$ cat config.mk
export PLATFORM = sky130hd
export DESIGN_NAME = qoi_ctrl
export DESIGN_NICKNAME = d
export VERILOG_FILES = /design/src/design/qoi_pkg.sv /design/src/design/qoi_ctrl.sv
export SDC_FILE = /design/constraint.sdc
export NUM_CORES = 1
export LEC_CHECK = 0
export BUFFER_PORTS_ARGS = -buffer_cell sky130_fd_sc_hd__buf_2
export CAP_MARGIN = 30
export CORE_MARGIN = 2
export CORE_UTILIZATION = 50
export CTS_CLUSTER_SIZE = 16
export DETAILED_ROUTE_END_ITERATION = 10
export PLACE_DENSITY = 0.72
export SYNTH_ARGS = -nofsm -noshare
export SYNTH_HDL_FRONTEND = slang
export SYNTH_SLANG_ARGS = --single-unit
$ cat constraint.sdc
create_clock -name aclk -period 1.85 [get_ports aclk]
set_input_delay 0.555 -clock aclk [delete_from_list [all_inputs] [get_ports aclk]]
set_output_delay 0.555 -clock aclk [all_outputs]
set_load 0.005 [all_outputs]
$ cat src/design/qoi_pkg.sv
// ----------------------------------------------------------------------------
// qoi_pkg: shared types and constants of the quaternion orientation integrator
// Payload structs, command codes, controller-to-datapath command and status
// structs, and the table of product terms.
// ----------------------------------------------------------------------------
`default_nettype none

package qoi_pkg;

    localparam logic [1:0] CMD_INTEG  = 2'd0;
    localparam logic [1:0] CMD_ROTATE = 2'd1;
    localparam logic [1:0] CMD_LOAD   = 2'd2;

    localparam logic signed [31:0] Q_ONE = 32'sh2000_0000;

    typedef struct packed {
        logic [1:0]         command;
        logic signed [31:0] vec_x;
        logic signed [31:0] vec_y;
        logic signed [31:0] vec_z;
        logic [23:0]        step_time;
        logic signed [31:0] load_w;
        logic signed [31:0] load_x;
        logic signed [31:0] load_y;
        logic signed [31:0] load_z;
    } in_t;

    typedef struct packed {
        logic signed [31:0] quat_w;
        logic signed [31:0] quat_x;
        logic signed [31:0] quat_y;
        logic signed [31:0] quat_z;
        logic               zero_norm;
    } out_t;

    typedef enum logic [3:0] {
        OP_NONE,
        OP_MUL_TERM,
        OP_ACC_TERM,
        OP_MUL_DT,
        OP_ADD_DT,
        OP_MUL_SQ,
        OP_ADD_SQ,
        OP_SQRT_INIT,
        OP_SQRT_STEP,
        OP_DIV_INIT,
        OP_DIV_STEP,
        OP_DIV_STORE,
        OP_LOAD,
        OP_COMMIT
    } op_t;

    typedef struct packed {
        logic       capture;
        op_t        op;
        logic [3:0] idx;
    } ctrl_t;

    typedef struct packed {
        logic [1:0] command;
        logic       norm_zero;
    } status_t;

    // One product term: vector component, quaternion component, sign, and
    // where it falls in the three-term sum of its result component.
    typedef struct packed {
        logic [1:0] vsel;
        logic [1:0] qsel;
        logic       neg;
        logic       first;
        logic       last;
        logic [1:0] comp;
    } term_t;

    function automatic term_t term_info(input logic rotate, input logic [3:0] idx);
        term_t t;
        t = '0;
        case (idx)
            4'd0:  t = '{2'd0, 2'd1, 1'b1, 1'b1, 1'b0, 2'd0};
            4'd1:  t = '{2'd1, 2'd2, 1'b1, 1'b0, 1'b0, 2'd0};
            4'd2:  t = '{2'd2, 2'd3, 1'b1, 1'b0, 1'b1, 2'd0};
            4'd3:  t = '{2'd0, 2'd0, 1'b0, 1'b1, 1'b0, 2'd1};
            4'd4:  t = rotate ? '{2'd2, 2'd2, 1'b0, 1'b0, 1'b0, 2'd1}
                              : '{2'd1, 2'd3, 1'b0, 1'b0, 1'b0, 2'd1};
            4'd5:  t = rotate ? '{2'd1, 2'd3, 1'b1, 1'b0, 1'b1, 2'd1}
                              : '{2'd2, 2'd2, 1'b1, 1'b0, 1'b1, 2'd1};
            4'd6:  t = '{2'd1, 2'd0, 1'b0, 1'b1, 1'b0, 2'd2};
            4'd7:  t = rotate ? '{2'd0, 2'd3, 1'b0, 1'b0, 1'b0, 2'd2}
                              : '{2'd2, 2'd1, 1'b0, 1'b0, 1'b0, 2'd2};
            4'd8:  t = rotate ? '{2'd2, 2'd1, 1'b1, 1'b0, 1'b1, 2'd2}
                              : '{2'd0, 2'd3, 1'b1, 1'b0, 1'b1, 2'd2};
            4'd9:  t = '{2'd2, 2'd0, 1'b0, 1'b1, 1'b0, 2'd3};
            4'd10: t = rotate ? '{2'd1, 2'd1, 1'b0, 1'b0, 1'b0, 2'd3}
                              : '{2'd0, 2'd2, 1'b0, 1'b0, 1'b0, 2'd3};
            4'd11: t = rotate ? '{2'd0, 2'd2, 1'b1, 1'b0, 1'b1, 2'd3}
                              : '{2'd1, 2'd1, 1'b1, 1'b0, 1'b1, 2'd3};
            default: t = '0;
        endcase
        return t;
    endfunction

    function automatic logic signed [31:0] sat32(input logic signed [63:0] v);
        logic signed [31:0] r;
        if (v > 64'sh0000_0000_7FFF_FFFF) begin
            r = 32'sh7FFF_FFFF;
        end else if (v < -64'sh0000_0000_8000_0000) begin
            r = 32'sh8000_0000;
        end else begin
            r = v[31:0];
        end
        return r;
    endfunction

endpackage

`default_nettype wire

$ cat src/design/qoi_ctrl.sv
// ----------------------------------------------------------------------------
// qoi_ctrl: sequencer of the orientation integrator
// Steps the datapath through products, step scaling, squares, square root
// and division, and owns both handshakes.
// ----------------------------------------------------------------------------
`default_nettype none

module qoi_ctrl (
    input  wire logic             aclk,
    input  wire logic             aresetn,
    input  wire logic             s_valid,
    output logic                  s_ready,
    output logic                  m_valid,
    input  wire logic             m_ready,
    input  wire qoi_pkg::status_t status,
    output qoi_pkg::ctrl_t        ctrl
);

    typedef enum logic [3:0] {
        ST_IDLE, ST_DISPATCH, ST_TMUL, ST_TACC, ST_DMUL, ST_DADD, ST_SMUL,
        ST_SADD, ST_RINIT, ST_RSTEP, ST_RCHK, ST_DINIT, ST_DSTEP, ST_DSTORE,
        ST_LOAD, ST_FIN
    } state_t;

    state_t     state_reg;
    logic [3:0] idx_reg;
    logic [4:0] cnt_reg;
    logic       m_valid_reg;
    logic       room;

    // Hold off the input while reset is applied
    assign s_ready = aresetn && (state_reg == ST_IDLE);
    assign m_valid = m_valid_reg;
    assign room    = !m_valid_reg || m_ready;

    always_comb begin
        ctrl.capture = s_valid && s_ready;
        ctrl.idx     = idx_reg;
        case (state_reg)
            ST_TMUL:   ctrl.op = qoi_pkg::OP_MUL_TERM;
            ST_TACC:   ctrl.op = qoi_pkg::OP_ACC_TERM;
            ST_DMUL:   ctrl.op = qoi_pkg::OP_MUL_DT;
            ST_DADD:   ctrl.op = qoi_pkg::OP_ADD_DT;
            ST_SMUL:   ctrl.op = qoi_pkg::OP_MUL_SQ;
            ST_SADD:   ctrl.op = qoi_pkg::OP_ADD_SQ;
            ST_RINIT:  ctrl.op = qoi_pkg::OP_SQRT_INIT;
            ST_RSTEP:  ctrl.op = qoi_pkg::OP_SQRT_STEP;
            ST_DINIT:  ctrl.op = qoi_pkg::OP_DIV_INIT;
            ST_DSTEP:  ctrl.op = qoi_pkg::OP_DIV_STEP;
            ST_DSTORE: ctrl.op = qoi_pkg::OP_DIV_STORE;
            ST_LOAD:   ctrl.op = qoi_pkg::OP_LOAD;
            ST_FIN:    ctrl.op = room ? qoi_pkg::OP_COMMIT : qoi_pkg::OP_NONE;
            default:   ctrl.op = qoi_pkg::OP_NONE;
        endcase
    end

    always_ff @(posedge aclk) begin
        if (!aresetn) begin
            state_reg   <= ST_IDLE;
            idx_reg     <= '0;
            cnt_reg     <= '0;
            m_valid_reg <= 1'b0;
        end else begin
            if (m_ready) begin
                m_valid_reg <= 1'b0;
            end
            case (state_reg)
                ST_IDLE: begin
                    idx_reg <= '0;
                    if (s_valid) begin
                        state_reg <= ST_DISPATCH;
                    end
                end
                ST_DISPATCH: begin
                    if (status.command == qoi_pkg::CMD_INTEG ||
                        status.command == qoi_pkg::CMD_ROTATE) begin
                        state_reg <= ST_TMUL;
                    end else if (status.command == qoi_pkg::CMD_LOAD) begin
                        state_reg <= ST_LOAD;
                    end else begin
                        state_reg <= ST_FIN;
                    end
                end
                ST_TMUL: state_reg <= ST_TACC;
                ST_TACC: begin
                    if (idx_reg == 4'd11) begin
                        idx_reg   <= '0;
                        state_reg <= (status.command == qoi_pkg::CMD_INTEG) ? ST_DMUL
                                                                            : ST_SMUL;
                    end else begin
                        idx_reg   <= idx_reg + 4'd1;
                        state_reg <= ST_TMUL;
                    end
                end
                ST_DMUL: state_reg <= ST_DADD;
                ST_DADD: begin
                    if (idx_reg == 4'd3) begin
                        idx_reg   <= '0;
                        state_reg <= ST_SMUL;
                    end else begin
                        idx_reg   <= idx_reg + 4'd1;
                        state_reg <= ST_DMUL;
                    end
                end
                ST_SMUL: state_reg <= ST_SADD;
                ST_SADD: begin
                    if (idx_reg == 4'd3) begin
                        idx_reg   <= '0;
                        state_reg <= ST_RINIT;
                    end else begin
                        idx_reg   <= idx_reg + 4'd1;
                        state_reg <= ST_SMUL;
                    end
                end
                ST_RINIT: begin
                    cnt_reg   <= '0;
                    state_reg <= ST_RSTEP;
                end
                ST_RSTEP: begin
                    cnt_reg <= cnt_reg + 5'd1;
                    if (cnt_reg == 5'd31) begin
                        state_reg <= ST_RCHK;
                    end
                end
                ST_RCHK: begin
                    state_reg <= status.norm_zero ? ST_FIN : ST_DINIT;
                end
                ST_DINIT: begin
                    cnt_reg   <= '0;
                    state_reg <= ST_DSTEP;
                end
                ST_DSTEP: begin
                    cnt_reg <= cnt_reg + 5'd1;
                    if (cnt_reg == 5'd31) begin
                        state_reg <= ST_DSTORE;
                    end
                end
                ST_DSTORE: begin
                    if (idx_reg == 4'd3) begin
                        state_reg <= ST_FIN;
                    end else begin
                        idx_reg   <= idx_reg + 4'd1;
                        state_reg <= ST_DINIT;
                    end
                end
                ST_LOAD: state_reg <= ST_FIN;
                ST_FIN: begin
                    if (room) begin
                        m_valid_reg <= 1'b1;
                        state_reg   <= ST_IDLE;
                    end
                end
                default: state_reg <= ST_IDLE;
            endcase
        end
    end

    a_accept_dispatch: assert property (@(posedge aclk) disable iff (!aresetn)
        s_valid && s_ready |=> state_reg == ST_DISPATCH)
        else $error("accepted transaction did not enter dispatch");

    a_fin_publish: assert property (@(posedge aclk) disable iff (!aresetn)
        state_reg == ST_FIN && room |=> m_valid_reg && state_reg == ST_IDLE)
        else $error("finished result not published");

    a_div_exit: assert property (@(posedge aclk) disable iff (!aresetn)
        state_reg == ST_DSTEP |=> state_reg == ST_DSTEP || state_reg == ST_DSTORE)
        else $error("division left early");

endmodule

`default_nettype wire

# ---- Word-level counts from Yosys, hierarchy flattened
# Cells that the tools add are included.
# Widths: inputs -> output; s select.
dict set report op_classes {
  n_addsub 2
  eq_ne 25
  muxes 23
  n_reduce_logical 14
}
# operator n
set ops {}
lappend ops {{$pmux 4 s16} 1}
lappend ops {{$pmux 4 s13} 1}
lappend ops {{$mux 4} 10}
lappend ops {{$eq 4x4->1 const B} 9}
lappend ops {{$eq 4x3->1 const B} 4}
lappend ops {{$pmux 4 s4} 1}
lappend ops {{$eq 4x2->1 const B} 3}
lappend ops {{$ne 2x2->1 const B} 5}
lappend ops {{$pmux 5 s2} 1}
lappend ops {{$mux 3} 3}
lappend ops {{$reduce_or 2->1} 3}
lappend ops {{$add 5x1->5 const B} 1}
lappend ops {{$eq 5x5->1 const B} 1}
lappend ops {{$add 4x1->4 const B} 1}
lappend ops {{$eq 4x1->1 const B} 1}
lappend ops {{$logic_not 4->1} 1}
lappend ops {{$mux 1} 4}
lappend ops {{$mux 2} 2}
lappend ops {{$reduce_and 4->1} 1}
lappend ops {{$reduce_bool 4->1} 1}
lappend ops {{$eq 2x1->1 const B} 1}
lappend ops {{$eq 2x2->1 const B} 1}
lappend ops {{$logic_and 1x1->1} 2}
lappend ops {{$logic_not 2->1} 1}
lappend ops {{4 further kinds} 5}
dict set report totals {
  reg_bits 14
  inputBits 7
  output_inout_bits 11
  elab_cells 68
}

# ---- Logic depth before layout (Yosys ltp)
dict set report logic_depth {
  ltp_word 4
  ltp_mapped 7
  mapped_depth_nobuf 7
}

# ---- Worst setup path after synthesis
# OpenSTA, ideal clock, no wires.
dict set report synth_timing {
  path_type {reg2out}
  startpoint {reg state_reg[3]}
  endpoint {out ctrl[8] (netlist name)}
  t_arrival_ps 1208
  required_time_ps 1295
  slack_ps 87
  stages_incl_launch_ff 5
  n_path_buf 0
  cell_sequence {dfxtp_1 or2_1 or3_1 nor2_1 and2_1}
}
# element line
set synth_lines {}
lappend synth_lines {{start, declared} qoi_ctrl.sv:25} ;# state_t state_reg;
lappend synth_lines {{start signal, assigned} qoi_ctrl.sv:88} ;# state_reg <= (status.command == qoi_pkg::CMD_INTEG) ? ST_DMUL
lappend synth_lines {{start signal, assigned} qoi_ctrl.sv:126} ;# state_reg <= status.norm_zero ? ST_FIN : ST_DINIT;
lappend synth_lines {{end, declared} qoi_ctrl.sv:16} ;# output qoi_pkg::ctrl_t ctrl

==> key figures <==
Cells and area
  – Finished Cell Area: ~0.0016 mm2
  – Final Non-Filler Cells: between 200 and 250
  – Nets: about 190
  – Fin util: between 70 and 80%
  – Area Growth Syn to Fin: 40.0%
  – Largest register FFs: 5
  – ANT cells: 0
  – Layout cells sized above 1: between 40% and 50%

Place
  – Placed Area: about 0.0013 mm2
  – Hpwl dp: 2090 um
  – Routability cong.: roughly 0.9
  – I/O Buffers: 17
  – Setup WS pre-CTS: a little over 0.009 ns
  – Placed cell count: 195

Logic synthesis
  – Synth cell types: 56
  – Main area contributors after synthesis: dfxtp_1, o21ai_0, a21oi_1
  – Synth Area per Inst: 7.95 um2
  – Post-Syn Instances: 140
  – Yosys reg bits: 14
  – Post-Syn Nets: 150
  – Leading area contributor after synthesis: dfxtp_1
  – Number of flops mapped to enable cells by yosys: 0
  – Seq/Total Area, Yosys: between 20% and 30%
  – Post-Syn Area: 0.00111 mm2
  – Ys Warns: 0
  – Async SR Flop Fraction: 0%
  – Synth Flop Type: dfxtp_1
  – Post-synth top area share: around 25%

Floorplan
  – Die footprint: 0.00262 mm2
  – # rows: 17
  – Vertical die dimension: between 50 and 60 um
  – Initial core utilization: between 50% and 60%
  – Core area: roughly 0.0021 mm2
  – Die width: roughly 51 um
  – I/O pin cnt: 18

Clock tree
  – Sink Count: 14
  – CTS H-Tree Depth: 1
  – Clock Path Buffers: 2
  – Total CTS buffers: 3
  – Clock transition at path regs: approximately 0.09 ns
  – CTS tree: built
  – CTS Hold Bufs: 0
  – Worst-skew pair later-pin latency: 0.28 ns
  – CTS Root Cell: clkbuf_4

Power and ir drop
  – Peak supply drop: between 900 and 1000 uV
  – Net Sw Frac: between 40% and 50%
  – Pleak: 0.630 nW
  – Total power: 2.45 mW
  – Internal: about 1.4 mW
  – PD cells: 1570 mW/mm2
  – Clock Power Share: a little under a tenth
  – Net load switching power: around 1.1 mW
  – Gate power share: 71.8%
  – Reg power frac: 18.9%

Global routing
  – Initial antenna violation count: 0
  – Total Routing Usage GR: a little over a quarter
  – First-pass GRT wire length: 5080 um
  – Largest net degree at the start of global routing: 15
  – GRT Residual Overflow: 0
  – Number of global-route vias before repair: between 1000 and 1500

Worst hold path
  – Hold Crit Depth: 2
  – Worst hold path type: reg2reg

Timing
  – Final Max Slew Viols: 0
  – Clock Skew: 0.00565 ns
  – Max Clk Rate: ~0.48 GHz
  – Fin crit share: 113%
  – Hold Vio Cnt, Final: 0
  – Min Tclk post-route: around 2.1 ns
  – Relative slew slack: 69.8%
  – Setup violations, final: 6
  – Fin worst setup slack: -0.235 ns
  – RSZ-0062 raised after global routing: true
  – Measured slew at the worst slew-check pin: approximately 0.45 ns

Critical path
  – Crit path required time: 1.29 ns
  – Crit-path max FO: 2
  – CP endpoint kind: primary output
  – Crit path DAT: approximately 1.5 ns
  – FF-to-FF path depth: 8
  – Setup CP Type: reg2out
  – Crit start category: flip-flop

Routing
  – Initial drt markers: 29
  – Post-route ant nets: 0
  – Residual DRC: 0
  – Via count: ~1300
  – DR WL/cell: between 15 and 20 um
  – Via/cell ratio: 6.03
  – Drt total wl: approximately 3200 um
  – First drt pass iteration count: 4

Outcome
  – Failing checks: setup timing
  – Status: finished, violations left

Run
  – MaxCap Viol Count: 0
cell type report:
| type | count | area [um2] |
|---|---|---|
| fill | 159 | 589 |
| tap | 28 | 35.0 |
| clock buffer | 4 | 36.3 |
| timing repair buffer | 46 | 323 |
| sequential | 14 | 288 |
| inverter | 5 | 21.3 |
| multi-input combinational | 111 | 856 |
cell usage in the layout (no fill, tap or decap), types with 3 or more instances in the layout:
master	synthesis	final
buf_4	5	22
buf_2	2	18
dfxtp_1	14	10
nor2_1	12	9
nand2_1	8	7
o21ai_0	10	6
a21oi_1	9	6
buf_6	1	6
nand3b_1	5	5
nand3_1	5	5
a21oi_2	1	4
nor3_1	4	4
nor2_4	0	3
o21ai_1	1	3
clkbuf_4	0	3
dfxtp_2	0	3
Yosys cell counts, types with 2 or more instances:
cell type and number:
o21ai_0 10, ha_1 3, nor2_1 12, buf_2 2, a21oi_1 9, and3_1 3
nand2b_1 4, nor2b_1 2, nor4b_2 3, a31oi_1 2, nand2_1 8, nor2_2 2
a22oi_1 2, o22ai_1 2, and2_1 2, nand3_1 5, inv_1 3, nand3b_1 5
nor3_1 4, dfxtp_1 14, inv_2 2, a311oi_1 2, clkbuf_1 2, buf_4 5
through the flow:
stage	setup TNS, ns	hold WS (ns)
CTS	-0.798	0.514
floorplan	0	0.471
global placement	0	0.495
finish	-0.651	0.524
detailed placement	0	0.502
global route	-1.01	0.572
critical path, cell delays in order (launching register included):
cell	delay [ns]
dfxtp_2	0.34
or2_4	0.25
or3_4	0.35
nor2_4	0.08
and2_1	0.12
buf_2	0.10
final timing paths:
kind / startpoint / endpoint / slack, ns
setup / recovery: state_reg[1]$_SDFFE_PN0P_ / ctrl[8] / -0.24
hold / removal: idx_reg[1]$_SDFFE_PN0P_ / idx_reg[1]$_SDFFE_PN0P_ / 0.52
setup reg to reg: state_reg[1]$_SDFFE_PN0P_ / state_reg[2]$_SDFFE_PN0P_ / 0.09
hold reg to reg: idx_reg[1]$_SDFFE_PN0P_ / idx_reg[1]$_SDFFE_PN0P_ / 0.52
repair_timing:
item | in CTS | in global routing
cloned | 1 | 0
endpoints found under the setup margin | 6 | 9
resized for setup | 21 | 21
setup buffers | 10 | 0
pin swaps | 7 | 9
per-layer routing:
layer,vias up,global-route usage (%),wire [um]
li1,612,-,-
met1,614,32.5,1370
met2,22,45.0,1680
met3,6,3.51,83
met4,0,9.91,44
met5,-,0,0
power by group through the flow:
stage / logic [mW] / registers (mW) / clock network [mW]
after floorplan: 0.902 / 0.429 / 0
after global placement: 1.30 / 0.436 / 0
after detailed placement: 1.32 / 0.440 / 0
after CTS: 1.61 / 0.442 / 0.232
after global routing: 1.91 / 0.468 / 0.246
final: 1.76 / 0.463 / 0.227
cell families after synthesis:
kind of cell    share of synthesized area [%]
simple gates                             34.3
mux                                      1.01
buf+inv                                  7.64
flops                                    25.2
xor+xnor                                0.787
compound gates                           27.8
fa+ha+maj                                3.37
Power figures use the tool's default switching activity.
